$ cat src/hw/rtl/two_class_preemptive_scheduler_top_defines.svh
// Assertion macros for the two-class preemptive scheduler.
`ifndef TWO_CLASS_PREEMPTIVE_SCHEDULER_TOP_DEFINES_SVH
`define TWO_CLASS_PREEMPTIVE_SCHEDULER_TOP_DEFINES_SVH

`ifndef ASSERT_OFF
`define TCPS_ASSERT_NEVER(label, clk, rst_n, cond, msg) \
	label: assert property (@(posedge clk) disable iff (!rst_n) !(cond)) else $error(msg);
`define TCPS_ASSERT_IMPLY(label, clk, rst_n, ante, cons, msg) \
	label: assert property (@(posedge clk) disable iff (!rst_n) (ante) |-> (cons)) \
	else $error(msg);
`else
`define TCPS_ASSERT_NEVER(label, clk, rst_n, cond, msg)
`define TCPS_ASSERT_IMPLY(label, clk, rst_n, ante, cons, msg)
`endif

`endif

$ cat src/hw/rtl/tcps_pkg.sv
// Shared constants and types of the two-class preemptive scheduler.
package tcps_pkg;

	localparam int QUEUE_DEPTH = 16;
	localparam int TIME_BITS   = 32;
	localparam int SVC_W       = 32;
	localparam int RESP_W      = 32;
	localparam int COUNT_W     = 5;
	localparam int FILL_W      = $clog2(QUEUE_DEPTH + 1);
	localparam int IN_DATA_W   = 40;
	localparam int OUT_DATA_W  = 48;

	localparam logic CMD_TICK    = 1'b0;
	localparam logic CMD_ARRIVAL = 1'b1;

	typedef struct packed {
		logic [SVC_W-1:0]     svc;
		logic [TIME_BITS-1:0] arr;
	} entry_t;

	typedef struct packed {
		logic push;
		logic pop;
	} queue_ctl_t;

endpackage

$ cat src/hw/rtl/tcps_cell.sv
// One queue cell: holds a job entry, takes its neighbour's entry on a pop.
module tcps_cell (
	input  logic            clk,
	input  logic            load,
	input  logic            shift,
	input  tcps_pkg::entry_t new_entry,
	input  tcps_pkg::entry_t nbr_entry,
	output tcps_pkg::entry_t entry
);

	tcps_pkg::entry_t entry_q;

	always_ff @(posedge clk) begin
		if (shift) begin
			entry_q <= nbr_entry;
		end else if (load) begin
			entry_q <= new_entry;
		end
	end

	assign entry = entry_q;

endmodule

$ cat src/hw/rtl/tcps_queue.sv
// Job FIFO built as a row of cells with the head fixed at cell zero.
module tcps_queue (
	input  logic                        clk,
	input  logic                        arst_n,
	input  tcps_pkg::queue_ctl_t        ctl,
	input  tcps_pkg::entry_t            new_entry,
	output tcps_pkg::entry_t            head,
	output tcps_pkg::entry_t            second,
	output logic [tcps_pkg::FILL_W-1:0] fill,
	output logic                        full
);

	logic [tcps_pkg::FILL_W-1:0] fill_q;
	tcps_pkg::entry_t            cells [tcps_pkg::QUEUE_DEPTH];

	for (genvar i = 0; i < tcps_pkg::QUEUE_DEPTH; i++) begin : g_cell
		tcps_pkg::entry_t nbr;
		logic             load;

		// last cell has no neighbour: hold on a pop, its content is stale anyway
		if (i == tcps_pkg::QUEUE_DEPTH - 1) begin : g_last
			assign nbr = cells[i];
		end else begin : g_mid
			assign nbr = cells[i+1];
		end

		assign load = ctl.push && (fill_q == tcps_pkg::FILL_W'(i));

		tcps_cell u_cell (
			.clk       (clk),
			.load      (load),
			.shift     (ctl.pop),
			.new_entry (new_entry),
			.nbr_entry (nbr),
			.entry     (cells[i])
		);
	end

	always_ff @(posedge clk or negedge arst_n) begin
		if (!arst_n) begin
			fill_q <= '0;
		end else if (ctl.push) begin
			fill_q <= fill_q + tcps_pkg::FILL_W'(1);
		end else if (ctl.pop) begin
			fill_q <= fill_q - tcps_pkg::FILL_W'(1);
		end
	end

	assign head   = cells[0];
	assign second = cells[1];
	assign fill   = fill_q;
	assign full   = (fill_q == tcps_pkg::FILL_W'(tcps_pkg::QUEUE_DEPTH));

endmodule

$ cat src/hw/rtl/two_class_preemptive_scheduler_top.sv
// Top level of the two-class preemptive scheduler: service control and stream ports.
//
//  channel | dir | handshake        | payload
//  s       | in  | s_tvalid/tready  | tuser command, tdata high_priority, service_time
//  m       | out | m_tvalid/tready  | tdata completed ... dropped
//
// One item per cycle: each transfer updates the queues, the clock and the
// countdown in the cycle it is taken, and its result sits in the output
// register in the next cycle. The input is stalled only while that register
// holds a result that m_tready does not take. arst_n clears the clock, the
// countdown, the fill counts and the service flags; queue cells are not reset.
`include "two_class_preemptive_scheduler_top_defines.svh"

module two_class_preemptive_scheduler_top (
	input  logic                            clk,
	input  logic                            arst_n,
	input  logic                            s_tvalid,
	output logic                            s_tready,
	// [0] high_priority, [32:1] service_time, [39:33] zero
	input  logic [tcps_pkg::IN_DATA_W-1:0]  s_tdata,
	// [0] command
	input  logic                            s_tuser,
	output logic                            m_tvalid,
	input  logic                            m_tready,
	// [0] completed, [1] completed_high, [33:2] response_time,
	// [38:34] high_count, [43:39] low_count, [44] dropped, [47:45] zero
	output logic [tcps_pkg::OUT_DATA_W-1:0] m_tdata
);

	localparam int FW = tcps_pkg::FILL_W;
	localparam int SW = tcps_pkg::SVC_W;
	localparam int TW = tcps_pkg::TIME_BITS;

	logic [TW-1:0] time_q;
	logic [SW-1:0] remaining_q;
	logic          serving_high_q;
	logic          serving_low_q;
	logic          out_valid_q;
	logic [tcps_pkg::OUT_DATA_W-1:0] out_data_q;

	tcps_pkg::entry_t     h_head, h_second, l_head, l_second, new_entry;
	tcps_pkg::queue_ctl_t h_ctl, l_ctl;
	logic [FW-1:0]        h_fill, l_fill, h_fill_n, l_fill_n;
	logic                 h_full, l_full;

	logic          accept, is_arr, hp, tick, busy, finish, drop;
	logic [SW-1:0] svc_in, h_head_svc_n, l_head_svc_n, rem_n;
	logic [TW-1:0] time_plus, time_n, done_arr;
	logic [tcps_pkg::RESP_W-1:0] resp;
	logic          sh_n, sl_n;

	assign s_tready = !out_valid_q || m_tready;
	assign accept   = s_tvalid && s_tready;
	assign is_arr   = (s_tuser == tcps_pkg::CMD_ARRIVAL);
	assign hp       = s_tdata[0];
	assign svc_in   = s_tdata[SW:1];
	assign tick     = accept && (s_tuser == tcps_pkg::CMD_TICK);
	assign busy     = serving_high_q || serving_low_q;
	assign finish   = tick && busy && (remaining_q <= SW'(1));
	assign drop     = is_arr && (hp ? h_full : l_full);

	assign h_ctl.push = accept && is_arr && hp && !h_full;
	assign l_ctl.push = accept && is_arr && !hp && !l_full;
	assign h_ctl.pop  = finish && serving_high_q;
	assign l_ctl.pop  = finish && serving_low_q;

	assign new_entry.svc = svc_in;
	assign new_entry.arr = time_q;

	tcps_queue u_high (
		.clk       (clk),
		.arst_n    (arst_n),
		.ctl       (h_ctl),
		.new_entry (new_entry),
		.head      (h_head),
		.second    (h_second),
		.fill      (h_fill),
		.full      (h_full)
	);

	tcps_queue u_low (
		.clk       (clk),
		.arst_n    (arst_n),
		.ctl       (l_ctl),
		.new_entry (new_entry),
		.head      (l_head),
		.second    (l_second),
		.fill      (l_fill),
		.full      (l_full)
	);

	assign time_plus = time_q + TW'(1);
	assign time_n    = tick ? time_plus : time_q;
	assign done_arr  = serving_high_q ? h_head.arr : l_head.arr;
	assign resp      = finish ? tcps_pkg::RESP_W'(time_plus - done_arr) : '0;

	assign h_fill_n = h_fill + FW'(h_ctl.push) - FW'(h_ctl.pop);
	assign l_fill_n = l_fill + FW'(l_ctl.push) - FW'(l_ctl.pop);

	// head after this transfer: second cell on a pop, the new job into an empty queue
	assign h_head_svc_n = h_ctl.pop ? h_second.svc : ((h_fill == '0) ? svc_in : h_head.svc);
	assign l_head_svc_n = l_ctl.pop ? l_second.svc : ((l_fill == '0) ? svc_in : l_head.svc);

	always_comb begin
		sh_n  = serving_high_q;
		sl_n  = serving_low_q;
		rem_n = remaining_q;
		if (tick && busy) begin
			if (finish) begin
				sh_n  = 1'b0;
				sl_n  = 1'b0;
				rem_n = '0;
			end else begin
				rem_n = remaining_q - SW'(1);
			end
		end
		// preempt a low job; it restarts in full later
		if (h_ctl.push && serving_low_q) begin
			sl_n  = 1'b0;
			rem_n = '0;
		end
		if (!sh_n && !sl_n) begin
			if (h_fill_n != '0) begin
				sh_n  = 1'b1;
				rem_n = h_head_svc_n;
			end else if (l_fill_n != '0) begin
				sl_n  = 1'b1;
				rem_n = l_head_svc_n;
			end
		end
	end

	always_ff @(posedge clk or negedge arst_n) begin
		if (!arst_n) begin
			time_q         <= '0;
			remaining_q    <= '0;
			serving_high_q <= 1'b0;
			serving_low_q  <= 1'b0;
		end else if (accept) begin
			time_q         <= time_n;
			remaining_q    <= rem_n;
			serving_high_q <= sh_n;
			serving_low_q  <= sl_n;
		end
	end

	always_ff @(posedge clk or negedge arst_n) begin
		if (!arst_n) begin
			out_valid_q <= 1'b0;
		end else if (accept) begin
			out_valid_q <= 1'b1;
		end else if (m_tready) begin
			out_valid_q <= 1'b0;
		end
	end

	always_ff @(posedge clk) begin
		if (accept) begin
			out_data_q <= {3'b000, drop && accept,
				tcps_pkg::COUNT_W'(l_fill_n), tcps_pkg::COUNT_W'(h_fill_n),
				resp, finish && serving_high_q, finish};
		end
	end

	assign m_tvalid = out_valid_q;
	assign m_tdata  = out_data_q;

	`TCPS_ASSERT_NEVER(a_one_class_served, clk, arst_n, serving_high_q && serving_low_q, "both classes in service")
	`TCPS_ASSERT_IMPLY(a_high_has_job, clk, arst_n, serving_high_q, h_fill != '0, "high job served from empty queue")
	`TCPS_ASSERT_IMPLY(a_low_only_alone, clk, arst_n, serving_low_q, (l_fill != '0) && (h_fill == '0), "low job served while high jobs wait")

endmodule

$ cat config.mk
export PLATFORM = sky130hd
export DESIGN_NAME = two_class_preemptive_scheduler_top
export DESIGN_NICKNAME = d
export VERILOG_FILES = /design/src/hw/rtl/tcps_pkg.sv /design/src/hw/rtl/tcps_cell.sv /design/src/hw/rtl/tcps_queue.sv /design/src/hw/rtl/two_class_preemptive_scheduler_top.sv
export VERILOG_INCLUDE_DIRS = /design/src /design/src/hw/rtl
export SDC_FILE = /design/constraint.sdc
export NUM_CORES = 2
export LEC_CHECK = 0
export ABC_AREA = 0
export BUFFER_PORTS_ARGS = -buffer_cell sky130_fd_sc_hd__buf_2
export CAP_MARGIN = 20
export CORE_UTILIZATION = 55
export DETAILED_ROUTE_END_ITERATION = 8
export GPL_ROUTABILITY_DRIVEN = 0
export PLACE_DENSITY = 0.77
export SLEW_MARGIN = 25
export SYNTH_ARGS = -nofsm -noshare
export SYNTH_HDL_FRONTEND = slang
export SYNTH_SLANG_ARGS = --single-unit
$ cat constraint.sdc
create_clock -name clk -period 7.5 [get_ports clk]
set_input_delay 0.75 -clock clk [delete_from_list [all_inputs] [get_ports clk]]
set_output_delay 0.75 -clock clk [all_outputs]
set_load 0.02 [all_outputs]
# Word level (Yosys, flattened, before mapping)
# Index checks and enable logic that the tools add are counted.
# W data, S select, Z words.
totals:
  regBits: 2170
  latch_bits: 0
  ramBits: 0
  mem_bits_ro: 0
  in_bits: 45
  output_inout_bits: 50
  elab_cells: 303
  n_memories: 0
op_classes:
  addsub: 11
  multipliers: 0
  div: 0
  order_cmp: 1
  eq_ne: 32
  n_shift: 0
  muxes: 88
  n_bitwise: 3
  reduce_logical: 95
op_table:
  columns: ["operator", "n"]
  rows:
  - ["$mux W64", 60]
  - ["$mux W32", 11]
  - ["$eq A5 B4 Y1 const B", 16]
  - ["$reduce_bool A2 Y1", 33]
  - ["$logic_and A1 B1 Y1", 47]
  - ["$eq A5 B3 Y1 const B", 8]
  - ["$add A32 B1 Y32 const B", 1]
  - ["$le A32 B1 Y1 const B", 1]
  - ["$sub A32 B1 Y32 const B", 1]
  - ["$sub A32 B32 Y32", 1]
  - ["$eq A5 B2 Y1 const B", 4]
  - ["$mux W5", 4]
  - ["$mux W1", 13]
  - ["$add A5 B1 Y5", 2]
  - ["$add A5 B1 Y5 const B", 2]
  - ["$eq A5 B1 Y1 const B", 2]
  - ["$eq A5 B5 Y1 const B", 2]
  - ["$logic_not A5 Y1", 2]
  - ["$reduce_bool A5 Y1", 2]
  - ["$sub A5 B1 Y5", 2]
  - ["$sub A5 B1 Y5 const B", 2]
  - ["$logic_not A1 Y1", 6]
  - ["$reduce_and A2 Y1", 3]
  - ["$not A1 Y1", 3]
  - ["$logic_or A1 B1 Y1", 2]

# Longest topological paths before layout
depth:
  depth_word: 12
  ltp_mapped: 22
  ltp_nobuf: 20

# Hierarchy
# Synthesis repeated with hierarchy kept, for this count alone.
unflattened:
  cells_unflattened: 5580
  area_unflattened_um2: 103431.7
by_module_without_submodules:
  columns: ["module", "n_inst", "cells_each", "area_per_inst_um2", "seq_area_each_um2"]
  rows:
  - ["tcps_cell", 32, 136, 2905.3, 1921.8]
  - ["two_class_preemptive_scheduler_top", 1, 1108, 9539.1, 3027.9]
  - ["tcps_queue", 2, 60, 461.7, 125.1]

# Least setup slack after synthesis
# No wires, ideal clock.
synth_path:
  path_kind: "input -> register"
  from: "input m_tready"
  to: "register u_low.g_cell[0].u_cell.entry_q, in the netlist u_low.g_cell[0].u_cell.entry[0] (enable)"
  setup_time_ns: 0.575
  arrival_ns: 6.537
  required_ns: 6.925
  slack_ns: 0.388
  cell_stages: 8
  n_path_buf: 2
  cell_sequence: "nand2b_1 -> clkbuf_1 -> nand2_1 -> inv_1 -> nand2_1 -> or3_1 -> clkbuf_1 -> o21ai_0"
synth_between:
  elab_chain_cells: 7
  word_cells_on_any_way: 11
  classes_between: "reduce/logical (11)"
synth_rtl:
  columns: ["element", "line_no", "rtl"]
  rows:
  - ["start, declared", "two_class_preemptive_scheduler_top.sv:24", "input logic m_tready,"]
  - ["$logic_or A1 B1 Y1 *", "two_class_preemptive_scheduler_top.sv:52", "assign s_tready = !out_valid_q || m_tready;"]
  - ["via s_tready", "two_class_preemptive_scheduler_top.sv:18", "output logic s_tready,"]
  - ["$logic_and A1 B1 Y1 *", "two_class_preemptive_scheduler_top.sv:53", "assign accept = s_tvalid && s_tready;"]
  - ["$logic_and A1 B1 Y1 (on tied branches)", "two_class_preemptive_scheduler_top.sv:57, two_class_preemptive_scheduler_top.sv:63", null]
  - ["$logic_and A1 B1 Y1 (on tied branches) (2 in a row)", "two_class_preemptive_scheduler_top.sv:59, two_class_preemptive_scheduler_top.sv:63", null]
  - ["$logic_and A1 B1 Y1 (on tied branches)", "two_class_preemptive_scheduler_top.sv:65, tcps_queue.sv:27", null]
  - ["$reduce_bool A2 Y1 (no line) *", null, null]
  - ["end signal, assigned", "tcps_cell.sv:15", "entry_q <= nbr_entry;"]
  - ["end signal, assigned", "tcps_cell.sv:17", "entry_q <= new_entry;"]
  - ["end, declared", "tcps_cell.sv:11", "tcps_pkg::entry_t entry_q;"]
# Mark *: on every way through the listed nets, which the timed path passes. The rest lies on a longest branch.
# A chain may end at the register's enable or synchronous reset.

# Worst setup path in the final report
layout_path:
  from: "register remaining_q[10]"
  to: "register remaining_q[0]"
layout_between:
  elab_chain_cells: 8
  word_cells_on_any_way: 24
  classes_between: "add/sub (2); order compare (1); mux (13); reduce/logical (8)"
layout_rtl:
  columns: ["element", "line_no", "rtl"]
  rows:
  - ["start, declared", "two_class_preemptive_scheduler_top.sv:35", "logic [SW-1:0] remaining_q;"]
  - ["start signal, assigned", "two_class_preemptive_scheduler_top.sv:141", "remaining_q <= rem_n;"]
  - ["$le A32 B1 Y1", "two_class_preemptive_scheduler_top.sv:59", "assign finish = tick && busy && (remaining_q <= SW'(1));"]
  - ["$logic_and A1 B1 Y1", "two_class_preemptive_scheduler_top.sv:59", null]
  - ["$logic_and A1 B1 Y1", "two_class_preemptive_scheduler_top.sv:65", "assign l_ctl.pop = finish && serving_low_q;"]
  - ["$sub A5 B1 Y5", "two_class_preemptive_scheduler_top.sv:98", "assign l_fill_n = l_fill + FW'(l_ctl.push) - FW'(l_ctl.pop);"]
  - ["via l_fill_n[2]", "two_class_preemptive_scheduler_top.sv:43", "logic [FW-1:0] h_fill, l_fill, h_fill_n, l_fill_n;"]
  - ["$reduce_bool A5 Y1", "two_class_preemptive_scheduler_top.sv:126", "end else if (l_fill_n != '0) begin"]
  - ["$mux W32", "two_class_preemptive_scheduler_top.sv:126", null]
  - ["$mux W32", "two_class_preemptive_scheduler_top.sv:123", "if (h_fill_n != '0) begin"]
  - ["$mux W32", "two_class_preemptive_scheduler_top.sv:122", "if (!sh_n && !sl_n) begin"]
# The timed path passes the listed nets, and every way through them passes these cells.

==> parameters.txt <==
Parameter                              Value

Outcome
  Outcome ... complete, no violations

Floorplan
  Core Footprint ... ~160000 um^2
  Initial core utilization ... 55.6%
  Number of rows created at floorplan ... 146
  Chip Width ... 403 um
  Count of pins on the block boundary ... 95
  Die ar. ... 162000 um^2
  Die height ... 403 um

CTS
  Post-CTS Repair Setup Buffers ... 0
  Cell at the root of the clock tree ... sky130_fd_sc_hd__clkbuf_16
  TritonCTS clock tree ... done
  CTS H-Tree Depth ... 4
  Total CTS buffers ... 197
  Number of buffers on the longest clock path ... 3
  Clock sink count ... between 2000 and 2500
  Clock latency on the worst-skew pair ... 0.82 ns
  CTS clock-pin slew for the worst setup and hold paths ... 0.07 ns
  Post-CTS resize count ... 0

Route
  Detailed router's first-iteration violation count ... 6865
  Residual antenna-violating net count after detailed routing ... 0
  1st-pass router iterations ... 6
  Vias per inst ... 5.66
  Total wire length ... 200000 um
  DR vias ... about 55000
  # DRC ... 0
  Routed wire length per instance ... 20.4 um

Cells and area
  Count of filler cells inserted in the layout ... 11873
  Number of nets at the end of the flow ... between 7000 and 8000
  Fraction of final layout cells with drive strength greater than 1 ... 6.30%
  Growth of design area from synthesis to finish ... 9.41%

Logic synthesis
  #FFs+latches synth ... approximately 2200
  Top cells by count, synth ... sky130_fd_sc_hd__nand2_1, sky130_fd_sc_hd__edfxtp_1, sky130_fd_sc_hd__clkbuf_1, sky130_fd_sc_hd__nor2_1, sky130_fd_sc_hd__mux2i_1
  Most frequently used cell type in the post-synthesis netlist ... sky130_fd_sc_hd__nand2_1
  Fraction of registers with async set/reset ... 3.55%
  Largest cells by area after synthesis ... sky130_fd_sc_hd__edfxtp_1, sky130_fd_sc_hd__nand2_1, sky130_fd_sc_hd__dfrtp_1, sky130_fd_sc_hd__clkbuf_1, sky130_fd_sc_hd__mux2i_1
  Area share of the largest cell type after synthesis ... 71.1%
  Flip-flop cell with the highest count after synthesis ... sky130_fd_sc_hd__edfxtp_1
  Summed instance area of the synthesized netlist ... 88400 um^2
  Mapped Cells ... 7637
  Distinct cell type count after synthesis ... 71
  Warnings, synthesis ... 0
  Number of enable-type register cells in the synthesized netlist ... 2093
  Avg Cell Area, Syn ... 11.6 um^2
  Dominant cell type by area after synthesis ... sky130_fd_sc_hd__edfxtp_1
  Part of the Yosys area used for sequential elements ... 73.3%

Timing
  Least-Margin Pin Slew ... 1.08 ns
  Final critical path time including I/O delays and setup ... 5.91 ns
  Aggregate negative setup slack ... 0 ns
  Fin Hold WS ... 0.302 ns
  Hold Fails Final Rpt ... 0
  Share of the cycle needed by the critical path after routing ... 78.7%
  Setup violation total in the final timing report ... 0
  Total count of max-transition violations in the final report ... 0
  Relative slew margins ... 28.1%
  RSZ-0062 raised after global routing ... no
  Peak clock frequency supported by timing ... 0.169 GHz
  Clk_skew ... 0.0317 ns

Hold path
  Hold Path Cell Cnt ... 1
  Type of the worst min-delay path ... in2reg

GRT
  Wire length of the first global-routing pass ... 306000 um
  Overall overflow remaining after global route ... 0
  Initial antenna violation count ... 12
  Tot GR Track Use ... 24.5%
  Pin count of the biggest net entering global routing ... roughly 270
  Vias in the first global route ... between 50000 and 60000

Worst setup path
  Worst-path maximum fanout ... 28
  Type of element launching the critical path ... flip-flop
  Worst reg2reg path depth ... 16
  Arrival time reported for the critical path endpoint ... 6.62 ns
  Endpoint type of the worst setup path ... flip-flop
  Data required time at the worst endpoint ... 8.22 ns
  Crit Path Class ... reg2reg

Job
  Max-cap check violation count ... 0

Place
  Detailed Place HPWL ... about 110000 um
  # port buffers ... 84

Pwr
  Max IR drop VDD ... 0.307 mV
  Leakage power summed over all cells ... 38.2 nW
  Power per standard cell area ... approximately 260 nW/um^2
  Sum of internal, switching and leakage power ... 25.5 mW
-- sequential cells by signal, indices dropped and copies added (netlist names) --
register and flops:
u_high.g_cell.u_cell.entry 1024, u_low.g_cell.u_cell.entry 1024, m_tdata 45, remaining_q 32, time_q 32, u_high.fill 5
u_low.fill 5, m_tvalid 1, serving_high_q 1, serving_low_q 1
-- area by class of cell --
type	count	area (um^2)	share of cell area [%]
Clock buffer	255	5290	5.47
Antenna cell	7	17.5	0.0181
Sequential cell	2170	64800	67.0
Multi-Input combinational cell	4997	22100	22.8
Clock inverter	79	674	0.697
Inverter	35	131	0.136
Timing Repair Buffer	162	1140	1.18
Tap cell	2072	2590	2.68
-- path summary, 6_finish.rpt --
kind                                              startpoint                                end  slack (ns)
setup / recovery                             remaining_q[10]                     remaining_q[0]        1.59
hold / removal                                   s_tdata[25]  u_low.g_cell[15].u_cell.entry[56]        0.30
setup reg to reg                             remaining_q[10]                     remaining_q[0]        1.59
hold reg to reg            u_high.g_cell[5].u_cell.entry[31]  u_high.g_cell[4].u_cell.entry[31]        0.51
max in group asynchronous                             arst_n                     serving_high_q        5.80
min in group asynchronous                             arst_n                          time_q[4]        0.44
-- worst max-delay path, stage by stage, from the launching register on --
cell                       delay, ns
sky130_fd_sc_hd__dfrtp_1        0.45
sky130_fd_sc_hd__nor4_1         0.70
sky130_fd_sc_hd__nand4b_4       0.27
sky130_fd_sc_hd__nor4_4         0.57
sky130_fd_sc_hd__nand3_4        0.52
sky130_fd_sc_hd__nand2_1        0.21
sky130_fd_sc_hd__nand2_1        0.07
sky130_fd_sc_hd__ha_1           0.22
sky130_fd_sc_hd__fa_1           0.44
sky130_fd_sc_hd__xnor2_1        0.15
sky130_fd_sc_hd__or3_1          0.33
sky130_fd_sc_hd__nor3_1         0.65
sky130_fd_sc_hd__nor3_4         0.24
sky130_fd_sc_hd__buf_4          0.26
sky130_fd_sc_hd__a22oi_1        0.42
sky130_fd_sc_hd__a31oi_1        0.14
sky130_fd_sc_hd__o21ai_0        0.16
-- power breakdown --
group | switching [mW] | total, mW | internal (mW)
clock | 4.28 | 9.59 | 5.31
combinational | 1.32 | 1.96 | 0.634
sequential | 0.278 | 13.9 | 13.6
-- kinds of logic (layout without fill, tap and decap cells) --
family,after synthesis,after routing,synth area share (%)
buf+inv,472,531,2.07
xor+xnor,113,113,1.12
simple gates,4427,4427,19.3
other cells,1,10,0.00424
flops,2170,2170,73.3
compound gates,287,287,2.10
fa+ha+maj,70,70,1.02
mux,97,97,1.10
-- per-layer routing --
metal  share of wire [%]  vias up  track usage [%]  routed length, um
met5               0.036        -                0                 71
met4                 4.6       12             11.4               9190
met3                 9.3      413             4.85              18600
met2                  45     2383             37.0              90800
met1                  41    27070             34.6              80900
li1                    -    25432                -                  -
-- through the flow --
step	std cells	util, %	instance area, um^2	worst slack (ns)
CTS	9769	60.8	96600	1.79
floorplan	7639	-	88400	0.388
global placement	9434	57.0	90600	1.69
detailed placement	9434	57.0	90600	1.62
finish	9777	60.8	96700	1.59
global route	9770	60.8	96700	1.35
-- cells in the final DEF (no fill, tap or decap), types with 24 or more instances in the layout --
cell / netlist / layout
sky130_fd_sc_hd__ha_1: 67 / 67
sky130_fd_sc_hd__nand2_4: 0 / 28
sky130_fd_sc_hd__buf_4: 5 / 65
sky130_fd_sc_hd__edfxtp_1: 2093 / 2093
sky130_fd_sc_hd__xor2_1: 57 / 57
sky130_fd_sc_hd__dfrtp_1: 77 / 76
sky130_fd_sc_hd__nor3_1: 24 / 24
sky130_fd_sc_hd__buf_2: 22 / 83
sky130_fd_sc_hd__xnor2_1: 56 / 56
sky130_fd_sc_hd__clkinv_2: 0 / 29
sky130_fd_sc_hd__clkbuf_16: 0 / 201
sky130_fd_sc_hd__o21ai_0: 94 / 92
sky130_fd_sc_hd__inv_1: 34 / 33
sky130_fd_sc_hd__mux2i_1: 96 / 96
sky130_fd_sc_hd__nor2_1: 100 / 100
sky130_fd_sc_hd__clkbuf_1: 394 / 48
sky130_fd_sc_hd__nand3_1: 43 / 41
sky130_fd_sc_hd__clkinv_1: 1 / 30
sky130_fd_sc_hd__a21oi_1: 57 / 56
sky130_fd_sc_hd__nand2_1: 4153 / 4124
-- timing repair --
action / in CTS / in global routing
hold buffers: 1 / 0
endpoints found under the setup margin: 0 / 0
endpoints found under the hold margin: 20 / 0
(Power assumes the default switching activity.)
